==> config.mk <==
export PLATFORM = sky130hd
export DESIGN_NAME = imu_serial_frame_decoder
export DESIGN_NICKNAME = d
export VERILOG_FILES = /design/src/hdl/isfd_pkg.sv /design/src/hdl/isfd_byte_cell.sv /design/src/hdl/isfd_conv.sv /design/src/hdl/imu_serial_frame_decoder.sv
export VERILOG_INCLUDE_DIRS = /design/src /design/src/hdl
export SDC_FILE = /design/constraint.sdc
export NUM_CORES = 1
export LEC_CHECK = 0
export ABC_AREA = 1
export BUFFER_PORTS_ARGS = -buffer_cell sky130_fd_sc_hd__buf_4
export CORE_ASPECT_RATIO = 1.1
export CORE_MARGIN = 8
export CORE_UTILIZATION = 28
export DETAILED_ROUTE_END_ITERATION = 12
export GPL_TIMING_DRIVEN = 1
export PLACE_DENSITY = 0.53
export SLEW_MARGIN = 20
export SYNTH_ARGS = -nofsm -noshare
export SYNTH_HDL_FRONTEND = slang
export SYNTH_SLANG_ARGS = --single-unit
==> constraint.sdc <==
create_clock -name clk -period 6.7 [get_ports clk]
set_input_delay 0.67 -clock clk [delete_from_list [all_inputs] [get_ports clk]]
set_output_delay 0.67 -clock clk [all_outputs]
set_load 0.03 [all_outputs]
==> src/hdl/assert_macros.svh <==
// ----------------------------------------------------------------------------
// Assertion macros
// Shared concurrent assertion wrappers, clocked on clk, held off in reset.
// ----------------------------------------------------------------------------
`ifndef ASSERT_MACROS_SVH
`define ASSERT_MACROS_SVH

// Plain property, checked at every rising edge outside reset.
`define ASSERT_ALWAYS(lbl, prop, msg) \
  lbl: assert property (@(posedge clk) disable iff (!rst_n) (prop)) else $error(msg);

// Implication: when the antecedent holds, the consequent holds at the same edge.
`define ASSERT_IMPLIES(lbl, ante, cons, msg) \
  lbl: assert property (@(posedge clk) disable iff (!rst_n) (ante) |-> (cons)) else $error(msg);

`endif

==> src/hdl/isfd_pkg.sv <==
// ----------------------------------------------------------------------------
// isfd_pkg
// Types, codes and constants of the serial IMU frame decoder.
// ----------------------------------------------------------------------------
package isfd_pkg;

  // Frame framing
  localparam logic [7:0] HEADER_BYTE = 8'h55;
  localparam logic [3:0] FRAME_LAST  = 4'd10;   // count at which the last byte lands
  localparam int         NUM_CELLS   = 9;       // type byte plus eight data bytes

  // Type bytes on the wire
  localparam logic [7:0] TYPE_ACCEL = 8'h51;
  localparam logic [7:0] TYPE_RATE  = 8'h52;
  localparam logic [7:0] TYPE_ANGLE = 8'h53;

  // Result kinds
  localparam logic [1:0] KIND_ACCEL = 2'd0;
  localparam logic [1:0] KIND_RATE  = 2'd1;
  localparam logic [1:0] KIND_ANGLE = 2'd2;

  // Signed Q12.16 axis scale = 2 * full scale (raw * fs / 32768 * 65536)
  localparam logic [11:0] SCALE_ACCEL = 12'd32;
  localparam logic [11:0] SCALE_RATE  = 12'd4000;
  localparam logic [11:0] SCALE_ANGLE = 12'd360;

  // Temperature: floor((raw*32768 + 85) / 170), biased by 170*2^23 to stay positive.
  // Halving first leaves a division by 85, done by reciprocal multiply.
  localparam logic [31:0] TEMP_BIAS  = 32'd85 + (32'd170 << 23);
  localparam logic [31:0] TEMP_RECIP = 32'(((64'd1 << 38) + 64'd84) / 64'd85);
  localparam int          RECIP_SHR  = 38;
  // 36.25 in Q16.16 less the 2^23 bias, as 25-bit two's complement
  localparam logic [24:0] TEMP_OFS   = 25'(32'sd2375680 - 32'sd8388608);

  typedef struct packed {
    logic [1:0]         kind;
    logic signed [15:0] x_raw;
    logic signed [15:0] y_raw;
    logic signed [15:0] z_raw;
    logic [30:0]        temp_num;   // biased numerator, already halved
  } frame_t;

  function automatic logic [11:0] kind_scale(input logic [1:0] kind);
    logic [11:0] s;
    case (kind)
      KIND_ACCEL: s = SCALE_ACCEL;
      KIND_RATE:  s = SCALE_RATE;
      KIND_ANGLE: s = SCALE_ANGLE;
      default:    s = 12'd0;
    endcase
    return s;
  endfunction

endpackage

==> src/hdl/isfd_byte_cell.sv <==
// ----------------------------------------------------------------------------
// isfd_byte_cell
// One byte stage of the frame shift line; takes its neighbour's byte on shift.
// ----------------------------------------------------------------------------
module isfd_byte_cell import isfd_pkg::*; (
  input  logic       clk,
  input  logic       shift_en,
  input  logic [7:0] d_in,
  output logic [7:0] q
);

  logic [7:0] byte_r;

  always_ff @(posedge clk) begin
    if (shift_en) begin
      byte_r <= d_in;
    end
  end

  assign q = byte_r;

endmodule

==> src/hdl/isfd_conv.sv <==
// ----------------------------------------------------------------------------
// isfd_conv
// Scaling pipeline: axis multiply and temperature reciprocal, then output reg.
// ----------------------------------------------------------------------------
module isfd_conv import isfd_pkg::*; (
  input  logic          clk,
  input  logic          rst_n,
  input  logic          frm_valid,
  input  frame_t        frm,
  output logic          frm_ready,
  output logic          out_tvalid,
  input  logic          out_tready,
  output logic [111:0]  out_tdata,
  output logic [1:0]    out_tuser
);

  logic               s2_v_r;
  logic [1:0]         s2_kind_r;
  logic [27:0]        s2_x_r, s2_y_r, s2_z_r;
  logic [24:0]        s2_q_r;

  logic               out_v_r;
  logic [1:0]         out_kind_r;
  logic [27:0]        out_x_r, out_y_r, out_z_r;
  logic [24:0]        out_temp_r;

  logic               out_en, s2_en;
  logic [12:0]        scale;
  logic signed [28:0] px, py, pz;
  logic [62:0]        pt;

  assign out_en    = !out_v_r || out_tready;
  assign s2_en     = !s2_v_r || out_en;
  assign frm_ready = s2_en;

  always_comb begin
    scale = {1'b0, kind_scale(frm.kind)};
    px    = frm.x_raw * $signed(scale);
    py    = frm.y_raw * $signed(scale);
    pz    = frm.z_raw * $signed(scale);
    pt    = 63'(frm.temp_num) * 63'(TEMP_RECIP);
  end

  always_ff @(posedge clk) begin
    if (!rst_n) begin
      s2_v_r  <= 1'b0;
      out_v_r <= 1'b0;
    end else begin
      if (s2_en) begin
        s2_v_r <= frm_valid;
      end
      if (out_en) begin
        out_v_r <= s2_v_r;
      end
    end
  end

  always_ff @(posedge clk) begin
    if (s2_en && frm_valid) begin
      s2_kind_r <= frm.kind;
      s2_x_r    <= px[27:0];
      s2_y_r    <= py[27:0];
      s2_z_r    <= pz[27:0];
      s2_q_r    <= pt[RECIP_SHR +: 25];
    end
    if (out_en && s2_v_r) begin
      out_kind_r <= s2_kind_r;
      out_x_r    <= s2_x_r;
      out_y_r    <= s2_y_r;
      out_z_r    <= s2_z_r;
      out_temp_r <= s2_q_r + TEMP_OFS;
    end
  end

  assign out_tvalid = out_v_r;
  assign out_tuser  = out_kind_r;
  assign out_tdata  = {3'b000, out_temp_r, out_z_r, out_y_r, out_x_r};

endmodule

==> src/hdl/imu_serial_frame_decoder.sv <==
// ----------------------------------------------------------------------------
// imu_serial_frame_decoder
// Eleven-byte IMU frame decoder: header hunt, byte shift line, scaling pipe.
// ----------------------------------------------------------------------------
//  Channel | Ports                                 | Carries
//  --------+---------------------------------------+-------------------------
//  in      | in_tvalid in_tready in_tdata[7:0]     | rx_byte
//  out     | out_tvalid out_tready out_tuser[1:0]  | packet_kind
//          | out_tdata[111:0]                      | x, y, z, temperature
//
//  One byte transaction per cycle sustained while in_tready is high; the
//  shift line and counter take a byte every clock unless stalled. A
//  completed frame passes three registers (capture, multiply, output) in
//  that order before out_tvalid rises.
//  Synchronous active-low reset clears the frame counter and pipe valids;
//  the byte cells hold no reset. in_tready drops only when capture, multiply
//  and output stages are all full and out_tready is low.
// ----------------------------------------------------------------------------
`include "assert_macros.svh"

module imu_serial_frame_decoder import isfd_pkg::*; (
  input  logic          clk,
  input  logic          rst_n,
  input  logic          in_tvalid,
  output logic          in_tready,
  input  logic [7:0]    in_tdata,     // [7:0] rx_byte
  output logic          out_tvalid,
  input  logic          out_tready,
  output logic [111:0]  out_tdata,    // [27:0] x_value, [55:28] y_value,
                                      // [83:56] z_value, [108:84] temperature,
                                      // [111:109] zero
  output logic [1:0]    out_tuser     // [1:0] packet_kind
);

  logic [3:0]  byte_count_r, byte_count_nxt;
  logic        in_accept;
  logic        collect, frame_done, type_ok;
  logic [1:0]  kind;
  logic [7:0]  cell_q [NUM_CELLS];

  logic        s1_v_r, s1_v_nxt;
  frame_t      s1_r, s1_nxt;
  logic        s1_ready;
  logic [31:0] temp_full;

  assign in_tready = !s1_v_r || s1_ready;
  assign in_accept = in_tvalid && in_tready;

  // Frame counter: 0 means hunting for the header; 1..10 bytes seen.
  always_comb begin
    byte_count_nxt = byte_count_r;
    collect        = 1'b0;
    frame_done     = 1'b0;
    if (in_accept) begin
      if (byte_count_r == 4'd0 || byte_count_r > FRAME_LAST) begin
        byte_count_nxt = (in_tdata == HEADER_BYTE) ? 4'd1 : 4'd0;
      end else begin
        collect = 1'b1;
        if (byte_count_r == FRAME_LAST) begin
          byte_count_nxt = 4'd0;
          frame_done     = 1'b1;      // this byte is the checksum, dropped
        end else begin
          byte_count_nxt = byte_count_r + 4'd1;
        end
      end
    end
  end

  // Shift line: cell 0 takes the new byte, each cell passes its byte on.
  // At frame close cell 8 holds the type, cells 7..0 the little-endian data.
  genvar gi;
  generate
    for (gi = 0; gi < NUM_CELLS; gi++) begin : g_cell
      if (gi == 0) begin : g_head
        isfd_byte_cell u_cell (
          .clk      (clk),
          .shift_en (collect),
          .d_in     (in_tdata),
          .q        (cell_q[gi])
        );
      end else begin : g_body
        isfd_byte_cell u_cell (
          .clk      (clk),
          .shift_en (collect),
          .d_in     (cell_q[gi-1]),
          .q        (cell_q[gi])
        );
      end
    end
  endgenerate

  // Type decode
  always_comb begin
    kind    = KIND_ACCEL;
    type_ok = 1'b1;
    case (cell_q[8])
      TYPE_ACCEL: kind = KIND_ACCEL;
      TYPE_RATE:  kind = KIND_RATE;
      TYPE_ANGLE: kind = KIND_ANGLE;
      default:    type_ok = 1'b0;
    endcase
  end

  // Capture stage
  always_comb begin
    temp_full       = {{1{cell_q[0][7]}}, cell_q[0], cell_q[1], 15'd0} + TEMP_BIAS;
    s1_nxt.kind     = kind;
    s1_nxt.x_raw    = $signed({cell_q[6], cell_q[7]});
    s1_nxt.y_raw    = $signed({cell_q[4], cell_q[5]});
    s1_nxt.z_raw    = $signed({cell_q[2], cell_q[3]});
    s1_nxt.temp_num = temp_full[31:1];
    s1_v_nxt        = frame_done && type_ok;
  end

  always_ff @(posedge clk) begin
    if (!rst_n) begin
      byte_count_r <= 4'd0;
      s1_v_r       <= 1'b0;
    end else begin
      byte_count_r <= byte_count_nxt;
      if (in_tready) begin
        s1_v_r <= s1_v_nxt;
      end
    end
  end

  always_ff @(posedge clk) begin
    if (in_tready && s1_v_nxt) begin
      s1_r <= s1_nxt;
    end
  end

  isfd_conv u_conv (
    .clk        (clk),
    .rst_n      (rst_n),
    .frm_valid  (s1_v_r),
    .frm        (s1_r),
    .frm_ready  (s1_ready),
    .out_tvalid (out_tvalid),
    .out_tready (out_tready),
    .out_tdata  (out_tdata),
    .out_tuser  (out_tuser)
  );

  // Checks
  `ASSERT_ALWAYS(a_count_range, byte_count_r <= FRAME_LAST, "frame counter out of range")
  `ASSERT_IMPLIES(a_capture_src, $rose(s1_v_r), $past(in_accept && byte_count_r == FRAME_LAST), "capture without a closing byte")
  `ASSERT_IMPLIES(a_stall_cause, !in_tready, out_tvalid && !out_tready, "input stalled without output backpressure")
  `ASSERT_IMPLIES(a_kind_legal, out_tvalid, out_tuser != 2'd3, "undefined packet kind on output")

endmodule
* Word-level counts from Yosys, hierarchy flattened *
Index checks and enable logic that the tools add are counted.

cells by class
  reductions and logical operators = 15
  mux-type cells = 11
  order comparisons = 1
  equal/unequal tests = 7
  $mul = 4
  add/sub/neg operators = 3

operator list
  operator                  number
  $mul A16 B13 Y28          3
  $mul A31 B32 Y63 const B  1
  $pmux W12 S3              1
  $add A32 B31 Y32 const B  1
  $eq A8 B7 Y1 const B      4
  $add A25 B25 Y25 const B  1
  $mux W4                   2
  $mux W1                   7
  $logic_and A1 B1 Y1       5
  $add A4 B1 Y4 const B     1
  $eq A4 B4 Y1 const B      1
  $gt A4 B4 Y1 const B      1
  $logic_not A4 Y1          1
  $logic_or A1 B1 Y1        4
  $pmux W2 S2               1
  $logic_not A1 Y1          3
  $reduce_or A3 Y1          1
  $eq A2 B1 Y1 const B      1
  $eq A2 B2 Y1 const B      1
  $logic_not A2 Y1          1

word-level totals
  bits in registers = 382
  word-level logic and storage cells = 69
  bits of input ports = 12
  output and inout port bits = 116

* Longest topological paths before layout *
Gate-level depths: netlist of the first run.

  depth in word-level cells = 8
  mapped depth = 27
  mapped depth without buffers = 27

* Hierarchy *
A second synthesis of the first run with hierarchy kept.

second synthesis, totals
  cell total of the unflattened synthesis = 3918
  area total of the unflattened synthesis = 36701.4 um^2

by module, submodules not included
  module                    area each (um^2)  cells an instance  times used  sequential area each (um^2)
  isfd_conv                 32010.7           3690               1           6165.9
  imu_serial_frame_decoder  2528.7            156                1           2112.0
  isfd_byte_cell            240.2             8                  9           240.2

* Worst setup path before layout of the first run *
No wires, ideal clock.

  path kind = input-to-reg
  start point = in out_tready
  end point = reg u_conv.out_temp_r[0] (enable)
  arrival time = 5.605 ns
  path slack = 0.498 ns
  buffers on the path = 0
  cell stages on the path = 2
  required time = 6.104 ns
  setup time = 0.596 ns
  path through = inv_1 a21oi_1

on the way
  word-level cells in the longest chain between the ends = 2

RTL lines
  what                  line                            RTL
  start, declared       imu_serial_frame_decoder.sv:28  input logic out_tready,
  $logic_or A1 B1 Y1    isfd_conv.sv:32                 assign out_en = !out_v_r || out_tready;
  $logic_and A1 B1 Y1   isfd_conv.sv:66                 if (out_en && s2_v_r) begin
  end signal, assigned  isfd_conv.sv:71                 out_temp_r <= s2_q_r + TEMP_OFS;
  end, declared         isfd_conv.sv:25                 logic [24:0] out_temp_r;

No other way between the ends.
A chain may end at the register's enable or synchronous reset.

* Worst setup path after layout of the first run *
  start point = reg s1_r[79] (netlist bit)
  end point = reg u_conv.s2_x_r[27], data pin

on the way
  word-level cells in the longest chain between the ends = 3
  elaborated cells on any way between the ends = 5
  classes of those cells = mul (1); eq/ne (2); mux (1); reduce/logical (1)

RTL lines
  what                                        line                             RTL
  start, declared                             imu_serial_frame_decoder.sv:42   frame_t s1_r, s1_nxt;
  start signal, assigned                      imu_serial_frame_decoder.sv:129  s1_r <= s1_nxt;
  $eq A2 B2 Y1, or another cell as far along  isfd_pkg.sv:45                   case (kind)
  $pmux W12 S3 (*)                            isfd_pkg.sv:45
  $mul A16 B13 Y28 (*)                        isfd_conv.sv:38                  px = frm.x_raw * $signed(scale);
  via u_conv.px[27]                           isfd_conv.sv:29                  logic signed [28:0] px, py, pz;
  end signal, assigned                        isfd_conv.sv:61                  s2_x_r <= px[27:0];
  end, declared                               isfd_conv.sv:19                  logic [27:0] s2_x_r, s2_y_r, s2_z_r;

The timed path passes the listed nets; every way through them passes the cells marked *.

==> results of run 1 <==
routing by layer:
layer / vias to the layer above / track usage
met4: 0 / 0.0373
met2: 292 / 0.201
met1: 10100 / 0.142
met3: 92 / 0.0140
met5: - / 0
li1: 10400 / -
sequential cells by signal, indices dropped and copies added (netlist names):
name                    count
u_conv.out_tuser            2
u_conv.s2_x_r              25
u_conv.s2_v_r               1
u_conv.s2_z_r              25
s1_v_r                      1
u_conv.s2_kind_r            2
s1_r                       67
g_cell.g_head.u_cell.q      8
u_conv.out_tvalid           1
u_conv.out_z_r             25
u_conv.s2_q_r              25
u_conv.s2_y_r              25
byte_count_r                4
u_conv.out_temp_r          25
g_cell.g_body.u_cell.q     64
u_conv.out_y_r             25
u_conv.out_x_r             25
cells by family after synthesis:
kind of cell,Yosys count
buffers and inverters,902
AND/OR/NAND/NOR,804
adder cells (fa/ha/maj),798
flip-flops,350
AO/OA/AOI/OAI,279
XOR/XNOR,100
other,1
cell type report:
cell class	count	area [µm²]
clock inverter	23	259
fill	11800	77900
sequential	350	10400
clock buffer	49	1080
tap	1518	1900
inverter	867	3260
timing repair buffer	125	951
multi-input combinational	1993	18300
Yosys cell counts:
cell type  number
o21ai_2         3
fa_1          337
o21bai_1       10
o41ai_1         1
o31ai_1         1
a21oi_2         1
nor4_2          1
xor2_1         66
buf_1           6
a21boi_2        3
nand2_1       455
dfxtp_1         7
nand4_1        27
buf_2           3
o21a_1          4
nor2_4          4
and2_1          2
buf_4          13
xnor2_1        34
a211oi_1        2
nor3_2          1
inv_1         863
inv_2           4
o21ai_0        71
ha_1          461
nor2_1        214
clkbuf_1       12
nor4_1          7
conb_1          1
nand3_1        74
nor3b_1         1
edfxtp_1      343
a31oi_1        10
a21oi_1       141
o2111ai_1       1
o21ai_1        12
a21boi_1        1
nor2_2          5
buf_6           1
o211ai_1        7
nand2_2         5
a21o_1         11
nor3_1          8
path summary, 6_finish.rpt:
| path | startpoint | end | slack [ns] | depth (start not counted) |
|---|---|---|---|---|
| setup / recovery | s1_r[79]$_SDFFCE_PN0P_ | u_conv.s2_x_r[27]$_DFFE_PP_ | 0.74 | 21 |
| hold / removal | in_tdata[0] | g_cell[0].g_head.u_cell.q[0]$_DFFE_PP_ | 0.28 | 1 |
| setup reg to reg | s1_r[79]$_SDFFCE_PN0P_ | u_conv.s2_x_r[27]$_DFFE_PP_ | 0.74 | 21 |
| hold reg to reg | u_conv.s2_z_r[8]$_DFFE_PP_ | u_conv.out_z_r[8]$_DFFE_PP_ | 0.41 | 0 |
critical path: cells and delay by family, from the launching register on:
| kind | cells | cell delay [ns] |
|---|---|---|
| adder cells (fa/ha/maj) | 7 | 3.23 |
| AND/OR/NAND/NOR | 6 | 0.96 |
| buffers and inverters | 7 | 0.95 |
| flip-flops | 1 | 0.45 |
| XOR/XNOR | 1 | 0.12 |
through the flow:
stage / hold WS [ns] / power (mW) / worst slack [ns] / utilization
after floorplan: 0.400 / 2.43 / 0.498 / -
after global placement: 0.403 / 2.43 / 0.797 / 0.305
after detailed placement: 0.405 / 2.43 / 0.674 / 0.305
after CTS: 0.220 / 4.73 / 0.672 / 0.317
after global routing: 0.237 / 4.80 / 0.236 / 0.317
final: 0.277 / 4.63 / 0.743 / 0.317
cells in the final DEF (no fill, tap or decap), drive strengths merged, types with 27 or more instances in the layout:
cell / instances
o21ai: 86
inv: 872
xor2: 66
edfxtp: 343
nand2: 460
buf: 125
fa: 337
a21oi: 142
ha: 461
nor2: 223
nand3: 74
nand4: 27
clkbuf: 49
xnor2: 34
where the power goes:
part	switching (mW)	internal, mW
registers	0.000223	2.37
logic	0.0142	0.00482
clock network	0.933	1.31
==> run_results.csv, run 1 <==
group,metric,value,unit
floorplan,initial_utilization,0.282,
floorplan,rows,130,
place,gp_congestion,0.883,
pwr,p_per_area,128,nW/µm²
routing,met1_length,31700,µm
logic_synthesis,yosysUniqueCellTypes,43,
logic_synthesis,synth_area,32100,µm²
logic_synthesis,synth.largest_area_cell,"edfxtp_1",
critical_path,startpoint_type,"register",
timing,setup_violations,0,
global_route,grt_max_degree,74,
logic_synthesis,yosysWarnings,0,
floorplan,die_x,339,µm
logic_synthesis,synth_top_cell_area_share,0.321,
clock_tree,cts_tree,"yes",
global_route,grt_pass1_wl,115000,µm
logic_synthesis,synth_area_leaders,"edfxtp_1 (32%), fa_1 (21%), ha_1 (18%)",
floorplan,io_pins,128,
routing,drt-initial-drc-count,817,
clock_tree,clockRootBuffer,"clkbuf_16",
timing,finalCritPeriodShare,0.889,
routing,num_vias,20900,
place,dp_hpwl,60200,µm
routing,drtAntennaViolNets,0,
clock_tree,htreeDepth,2,
logic_synthesis,synthCells,3234,
timing,worst_pin_slew,0.986,ns
clock_tree,cts_buffer_depth,3,
routing,maxUsedRoutingLayer,"met4",
worst_hold_path,hold_path.class,"primary input to register",
clock_tree,post_cts_resized,0,
global_route,grt_pass1_vias,22100,
critical_path,cp_cell_sequence,"inv_1 > ha_2 > nand2_1 > inv_1 > ha_1 > inv_1 > fa_1 > inv_1 > fa_1 > fa_1 > inv_1 > fa_1 > inv_1 > ha_1 > nand2_1 > nor2_1 > inv_1 > nor3_1 > nand3_1 > nand3_1 > xnor2_1",
cells_and_area,final_area,36200,µm²
place,io_buffers,115,
routing,drc,0,
cells_and_area,layout-drive-gt1-share,0.0637,
place,place_area,34800,µm²
logic_synthesis,synth_top_family_by_area,"adder cells",
logic_synthesis,ys_seq_elements,350,
logic_synthesis,synth_compound_area_frac,0.0480,
global_route,grt_antenna_before_repair,0,
timing,fin_skew,0.0230,ns
cells_and_area,layoutNonFillerInstCount,4925,
timing,relSlewSlack,0.339,
routing,vias_per_cell,4.25,
logic_synthesis,postSynthAreaPerCell,9.93,µm²
critical_path,end_kind,"register",
clock_tree,clkTransAtPathRegs,0.06,ns
critical_path,critical_path.max_fanout,28,
timing,clock.fmax,168,MHz
logic_synthesis,synth-xor-area-share,0.0273,
clock_tree,cts_hold_buf,0,
floorplan,core,114000,µm²
routing,wl_per_cell,14.5,µm
clock_tree,postCtsSetupRepairBufs,0,
routing,wirelength,71200,µm
global_route,groute.usage.overall,0.113,
clock_tree,cts.sinks,350,
logic_synthesis,synth_simple_gate_area_share,0.102,
clock_tree,cts_made_buffers,41,
timing,fin_setup_tns,0,ns
critical_path,slowest_stage,"ha_2",
place,post-place-cells,4853,
floorplan,die_h,371,µm
critical_path,cp_common_cell,"inv_1",
logic_synthesis,synth_seq_area_share,0.325,
job,cap_violations,0,
logic_synthesis,yosys-mux-area-fraction,0,
cells_and_area,final_nets,4188,
cells_and_area,areaGrowthSynthToFinish,12.7,%
critical_path,crit_type,"register to register",
floorplan,die_area,126000,µm²
clock_tree,clock_latency,0.60,ns
critical_path,cp.required,7.03,ns
critical_path,worst_ep_arrival_time,6.29,ns
timing,slew_viol_final,0,
logic_synthesis,synthAdderAreaFrac,0.390,
pwr,peakVddDrop,0.000145,V
timing,post-route-min-period,5.96,ns
timing,hold_violations,0,
timing,rsz0062_at_grt,"false",
status,status,"completed",
routing,wl_met2,35300,µm
cells_and_area,antenna_cells,0,
critical_path,cpPeakStageDelay,0.56,ns
global_route,grt_overflow_total,0,
pwr,p_leak,18.3,nW
routing,first_pass_iters,5,
routing,dr_wl_met3,2220,µm
Note: power is estimated with default switching activity, not from simulation.
==> run 2: changes to the inputs <==
- CORE_UTILIZATION: 28 -> 40
- PLACE_DENSITY: 0.53 -> 0.67
==> run 2 against run 1 <==
Effect of this change:
- cell area fell by 1.8%
- critical endpoint is now u_conv.s2_y_r[25]$_DFFE_PP_
- die area decreased by 29%
- power decreased by 2.6%
- global-route usage increased by 3.8 points
==> run_results.csv, run 2 (synthesized netlist as in run 1, its figures left out) <==
group,metric,value,unit
status,status,"completed",
timing,hold_violations,0,
timing,fin_skew,0.0149,ns
cells_and_area,layout-drive-gt1-share,0.0635,
clock_tree,clock_latency,0.58,ns
timing,setup_ws,0.535,ns
clock_tree,clkTransAtPathRegs,0.06,ns
global_route,groute.usage.overall,0.151,
pwr,p_per_area,127,nW/µm²
pwr,p_sw,0.930,mW
cells_and_area,final_cell_mix,"inv_1 (861), ha_1 (458), nand2_1 (455)",
place,io_buffers,115,
cells_and_area,layoutNonFillerInstCount,4458,
routing,wirelength,67200,µm
place,gp_congestion,0.922,
critical_path,end_kind,"register",
routing,vias_per_cell,4.73,
floorplan,die_area,89600,µm²
cells_and_area,areaGrowthSynthToFinish,10.6,%
worst_hold_path,hold_path.class,"primary input to register",
clock_tree,post_cts_resized,0,
routing,drt-initial-drc-count,1037,
clock_tree,cts_made_buffers,39,
critical_path,crit_type,"register to register",
critical_path,cp.required,7.02,ns
timing,hold_slack,0.276,ns
pwr,p_leak,18.2,nW
floorplan,io_pins,128,
cells_and_area,largest_reg_flops,67,
timing,finalCritPeriodShare,0.920,
pwr,intPower,3.58,mW
place,dp_hpwl,56800,µm
clock_tree,clockRootBuffer,"clkbuf_16",
routing,drtAntennaViolNets,0,
timing,post-route-min-period,6.16,ns
pwr,p_sw_frac,0.206,
clock_tree,postCtsSetupRepairBufs,0,
global_route,grt_pass1_wl,111000,µm
global_route,grt_overflow_total,0,
timing,fin_setup_tns,0,ns
cells_and_area,final_nets,4186,
cells_and_area,final_area,35500,µm²
clock_tree,cts_buffer_depth,3,
pwr,combPwrFrac,0.004,
pwr,peakVddDrop,0.000161,V
critical_path,critical_path.max_fanout,22,
pwr,p_clk_frac,0.472,
job,cap_violations,0,
pwr,p_seq_frac,0.524,
cells_and_area,final_util,0.444,
routing,wl_per_cell,15.1,µm
timing,setup_violations,0,
clock_tree,htreeDepth,2,
clock_tree,cts_hold_buf,0,
clock_tree,cts.sinks,350,
global_route,met1_usage,0.189,
place,post-place-cells,4389,
routing,drc,0,
place,place_ws,0.557,ns
floorplan,die_x,286,µm
timing,slew_viol_final,0,
global_route,grt_antenna_before_repair,1,
floorplan,die_h,313,µm
global_route,grt_pass1_vias,22000,
cells_and_area,largest_register,"s1_r",
clock_tree,cts_tree,"yes",
timing,clock.fmax,162,MHz
timing,worst_pin_slew,0.964,ns
cells_and_area,final_common_cell,"inv_1",
routing,first_pass_iters,5,
global_route,grt_use_met3,0.0202,
cells_and_area,antenna_cells,0,
global_route,grt_max_degree,73,
global_route,top_usage_layer,"met2",
floorplan,rows,109,
timing,relSlewSlack,0.357,
floorplan,core,79900,µm²
routing,num_vias,21100,
pwr,totalPowerFinal,4.51,mW
critical_path,startpoint_type,"register",
critical_path,worst_ep_arrival_time,6.49,ns
floorplan,initial_utilization,0.402,
timing,rsz0062_at_grt,"false",
place,place_area,34300,µm²
global_route,grtUsageMet2,0.272,
-- run 2: cell count changes in the layout (fill, tap and decap cells not counted), moves of 2 or more --
cell	delta
clkbuf_16	-3
clkinv_1	-3
clkinv_4	+3
clkinv_2	-2
clkinvlp_4	+2
-- run 2: power by group through the flow --
stage | registers [mW] | logic [mW] | clock network (mW)
2_1_floorplan | 2.41 | 0.0164 | 0
3_3_place_gp | 2.41 | 0.0179 | 0
3_5_place_dp | 2.41 | 0.0179 | 0
4_1_cts | 2.37 | 0.0179 | 2.21
5_1_grt | 2.37 | 0.0195 | 2.29
6_report | 2.37 | 0.0182 | 2.13
-- run 2: worst paths after layout --
| kind | from | to | slack (ns) | cells past startpoint |
|---|---|---|---|---|
| setup / recovery | s1_r[79]$_SDFFCE_PN0P_ | u_conv.s2_y_r[25]$_DFFE_PP_ | 0.54 | 18 |
| hold / removal | in_tdata[6] | g_cell[0].g_head.u_cell.q[6]$_DFFE_PP_ | 0.28 | 1 |
| setup reg to reg | s1_r[79]$_SDFFCE_PN0P_ | u_conv.s2_y_r[25]$_DFFE_PP_ | 0.54 | 18 |
| hold reg to reg | u_conv.s2_z_r[14]$_DFFE_PP_ | u_conv.out_z_r[14]$_DFFE_PP_ | 0.41 | 0 |
-- run 2: critical path, cell delays in order (launching register included) --
cell and delay, ns:
edfxtp_1 0.44, inv_1 0.15, ha_2 0.29, inv_1 0.70, nand2_1 0.21, fa_1 0.51
fa_1 0.54, inv_1 0.05, fa_1 0.49, fa_1 0.49, inv_1 0.05, fa_1 0.48
inv_1 0.04, ha_1 0.39, nand2_1 0.16, nor4_1 0.48, nand4_1 0.17, nand3_1 0.16
xor2_1 0.08
-- run 2: layout make-up --
type                    count  area [µm²]
clock inverters            22         258
fillers                  7633       44400
flip-flops and latches    350       10400
well taps                1054        1320
clock buffers              47        1010
repair buffers            125         951
multi-input cells        1993       18300
inverters                 867        3260
-- run 2: per-layer routing --
layer	vias to the layer above	routed length (µm)	part of all wire
li1	10400	-	-
met1	10200	28800	0.43
met2	389	34000	0.51
met3	109	2600	0.039
met4	0	1790	0.027
met5	-	0	0
==> run 3: changes to the inputs <==
--- a/config.mk
+++ b/config.mk
@@ -10,3 +10,2 @@
 export BUFFER_PORTS_ARGS = -buffer_cell sky130_fd_sc_hd__buf_4
-export CORE_ASPECT_RATIO = 1.1
 export CORE_MARGIN = 8
==> constraint.sdc (replaced) <==
create_clock -name clk -period 6.4 [get_ports clk]
set_input_delay 0.64 -clock clk [delete_from_list [all_inputs] [get_ports clk]]
set_output_delay 0.64 -clock clk [all_outputs]
set_load 0.02 [all_outputs]
==> run 3 against run 2 <==
Effect of this change:
- clock skew is 0.00087 ns higher
- die area is essentially flat
- clock power up 11%
- wire length grew 1.1%
- fmax rose by 5.9%
- flip-flop and latch count unchanged
- count of clock-buffer cells in the layout grew 3
- non-clock buffer count grew 5
- setup slack improved by 0.046 ns
- final cell count is 0.38% higher
- power up 7.8%
- global-route usage is 0.16 points higher
==> run_results.csv, run 3 (synthesized netlist as in run 1, its figures left out) <==
group,metric,value,unit
status,status,"completed",
clock_tree,clockRootBuffer,"clkbuf_16",
global_route,grt_pass1_vias,21900,
routing,drc,0,
floorplan,initial_utilization,0.401,
cells_and_area,final_common_cell,"inv_1",
clock_tree,clkTransAtPathRegs,0.06,ns
clock_tree,postCtsSetupRepairBufs,0,
timing,clock.fmax,172,MHz
pwr,peakVddDrop,0.000151,V
global_route,grt_max_degree,73,
timing,hold_violations,0,
pwr,p_per_area,136,nW/µm²
clock_tree,cts_made_buffers,41,
place,dp_hpwl,57400,µm
pwr,totalPowerFinal,4.87,mW
critical_path,r2r_slack,0.58,ns
cells_and_area,largest_register,"s1_r",
worst_hold_path,min_from,"in_tdata[3]",
timing,post-route-min-period,5.82,ns
floorplan,core,80000,µm²
clock_tree,cts.sinks,350,
place,post-place-cells,4400,
timing,fin_skew,0.0157,ns
routing,wirelength,67900,µm
global_route,groute.usage.overall,0.153,
timing,worst_pin_slew,0.927,ns
critical_path,path_delay_family,"adder cells",
cells_and_area,final_cell_mix,"inv_1 (861), ha_1 (458), nand2_1 (455)",
clock_tree,htreeDepth,2,
clock_tree,cts_buffer_depth,3,
floorplan,die_x,299,µm
timing,rsz0062_at_grt,"false",
worst_hold_path,hold_end,"g_cell[0].g_head.u_cell.q[3]$_DFFE_PP_",
critical_path,worstReg2RegStart,"s1_r[79]$_SDFFCE_PN0P_",
place,io_buffers,115,
floorplan,die_area,89600,µm²
routing,vias_per_cell,4.71,
routing,drt-initial-drc-count,1246,
critical_path,end_kind,"register",
worst_hold_path,hold_path.class,"primary input to register",
worst_hold_path,worstHoldPathCells,1,
timing,slew_viol_final,0,
timing,setup_violations,0,
clock_tree,clock_latency,0.57,ns
global_route,grt_antenna_before_repair,0,
critical_path,r2r_end,"u_conv.s2_x_r[23]$_DFFE_PP_",
cells_and_area,layout-drive-gt1-share,0.0665,
pwr,p_leak,18.3,nW
global_route,grt_overflow_total,0,
critical_path,startpoint_type,"register",
routing,num_vias,21100,
critical_path,slowest_stage,"fa_1",
timing,fin_setup_tns,0,ns
job,cap_violations,0,
critical_path,crit_type,"register to register",
timing,hold_slack,0.257,ns
floorplan,rows,104,
clock_tree,cts_tree,"yes",
critical_path,worst_ep_arrival_time,6.13,ns
place,gp_congestion,0.904,
critical_path,startpoint,"s1_r[79]$_SDFFCE_PN0P_",
routing,drtAntennaViolNets,0,
cells_and_area,final_util,0.446,
routing,wl_per_cell,15.2,µm
cells_and_area,largest_reg_flops,67,
clock_tree,post_cts_resized,0,
global_route,grt_pass1_wl,112000,µm
routing,first_pass_iters,5,
cells_and_area,areaGrowthSynthToFinish,11.1,%
critical_path,cp.required,6.71,ns
floorplan,io_pins,128,
critical_path,critical_path.max_fanout,27,
critical_path,cpPeakStageDelay,0.54,ns
cells_and_area,antenna_cells,0,
cells_and_area,final_nets,4193,
floorplan,die_h,299,µm
timing,finalCritPeriodShare,0.909,
timing,relSlewSlack,0.382,
critical_path,cp_cell_sequence,"inv_1 > ha_2 > buf_4 > nor2_1 > fa_1 > inv_1 > fa_1 > inv_1 > fa_1 > fa_1 > inv_1 > fa_1 > inv_1 > ha_1 > a21oi_1 > a21boi_2 > o21ai_0 > nand3_1 > nand2_1 > xor2_1",
critical_path,r2r_cells,20,
clock_tree,cts_hold_buf,0,
critical_path,path_buf_inv,6,
cells_and_area,layoutNonFillerInstCount,4475,
## run 3: where the power goes
group	switching (mW)	total, mW	internal, mW
clock	0.985	2.37	1.39
combinational	0.0114	0.0164	0.00502
sequential	0.000220	2.48	2.48
total	0.996	4.87	3.87
## run 3: routing by layer
layer / track usage / wire [µm] / vias up
met5: 0 / 0 / -
met4: 0.0359 / 1480 / 0
met3: 0.0265 / 3640 / 86
met2: 0.264 / 32800 / 468
met1: 0.200 / 30000 / 10100
li1: - / - / 10400
## run 3: stage by stage
step                setup WS [ns]  cell area (µm²)
global placement            0.639            34300
CTS                         0.586            35700
detailed placement          0.613            34300
floorplan                   0.228            32100
finish                      0.581            35700
global route                0.299            35700
## run 3: area by class of cell
class | instances | area, µm²
Clock inverter | 25 | 290
Timing Repair Buffer | 130 | 1000
Inverter | 867 | 3260
Multi-Input combinational cell | 1993 | 18300
Tap cell | 1060 | 1330
Fill cell | 7614 | 44300
Clock buffer | 50 | 1080
Sequential cell | 350 | 10400
## run 3: worst max path at each step
stage	cells past startpoint	slack, ns	endpoint
4_1_cts	20	0.59	u_conv.s2_x_r[23]$_DFFE_PP_
6_report	20	0.58	u_conv.s2_x_r[23]$_DFFE_PP_
3_3_place_gp	20	0.64	u_conv.s2_x_r[23]$_DFFE_PP_
3_5_place_dp	20	0.61	u_conv.s2_x_r[23]$_DFFE_PP_
5_1_grt	20	0.30	u_conv.s2_x_r[22]$_DFFE_PP_
2_1_floorplan	2	0.23	u_conv.out_temp_r[0]$_DFFE_PP_
## run 3: worst register-to-register path, delay by kind of cell, from the launching register on
family	cells	cell delay, ns
fa+ha+maj	7	3.24
buf+inv	6	0.73
compound gates	3	0.67
flops	1	0.41
simple gates	3	0.35
xor+xnor	1	0.16
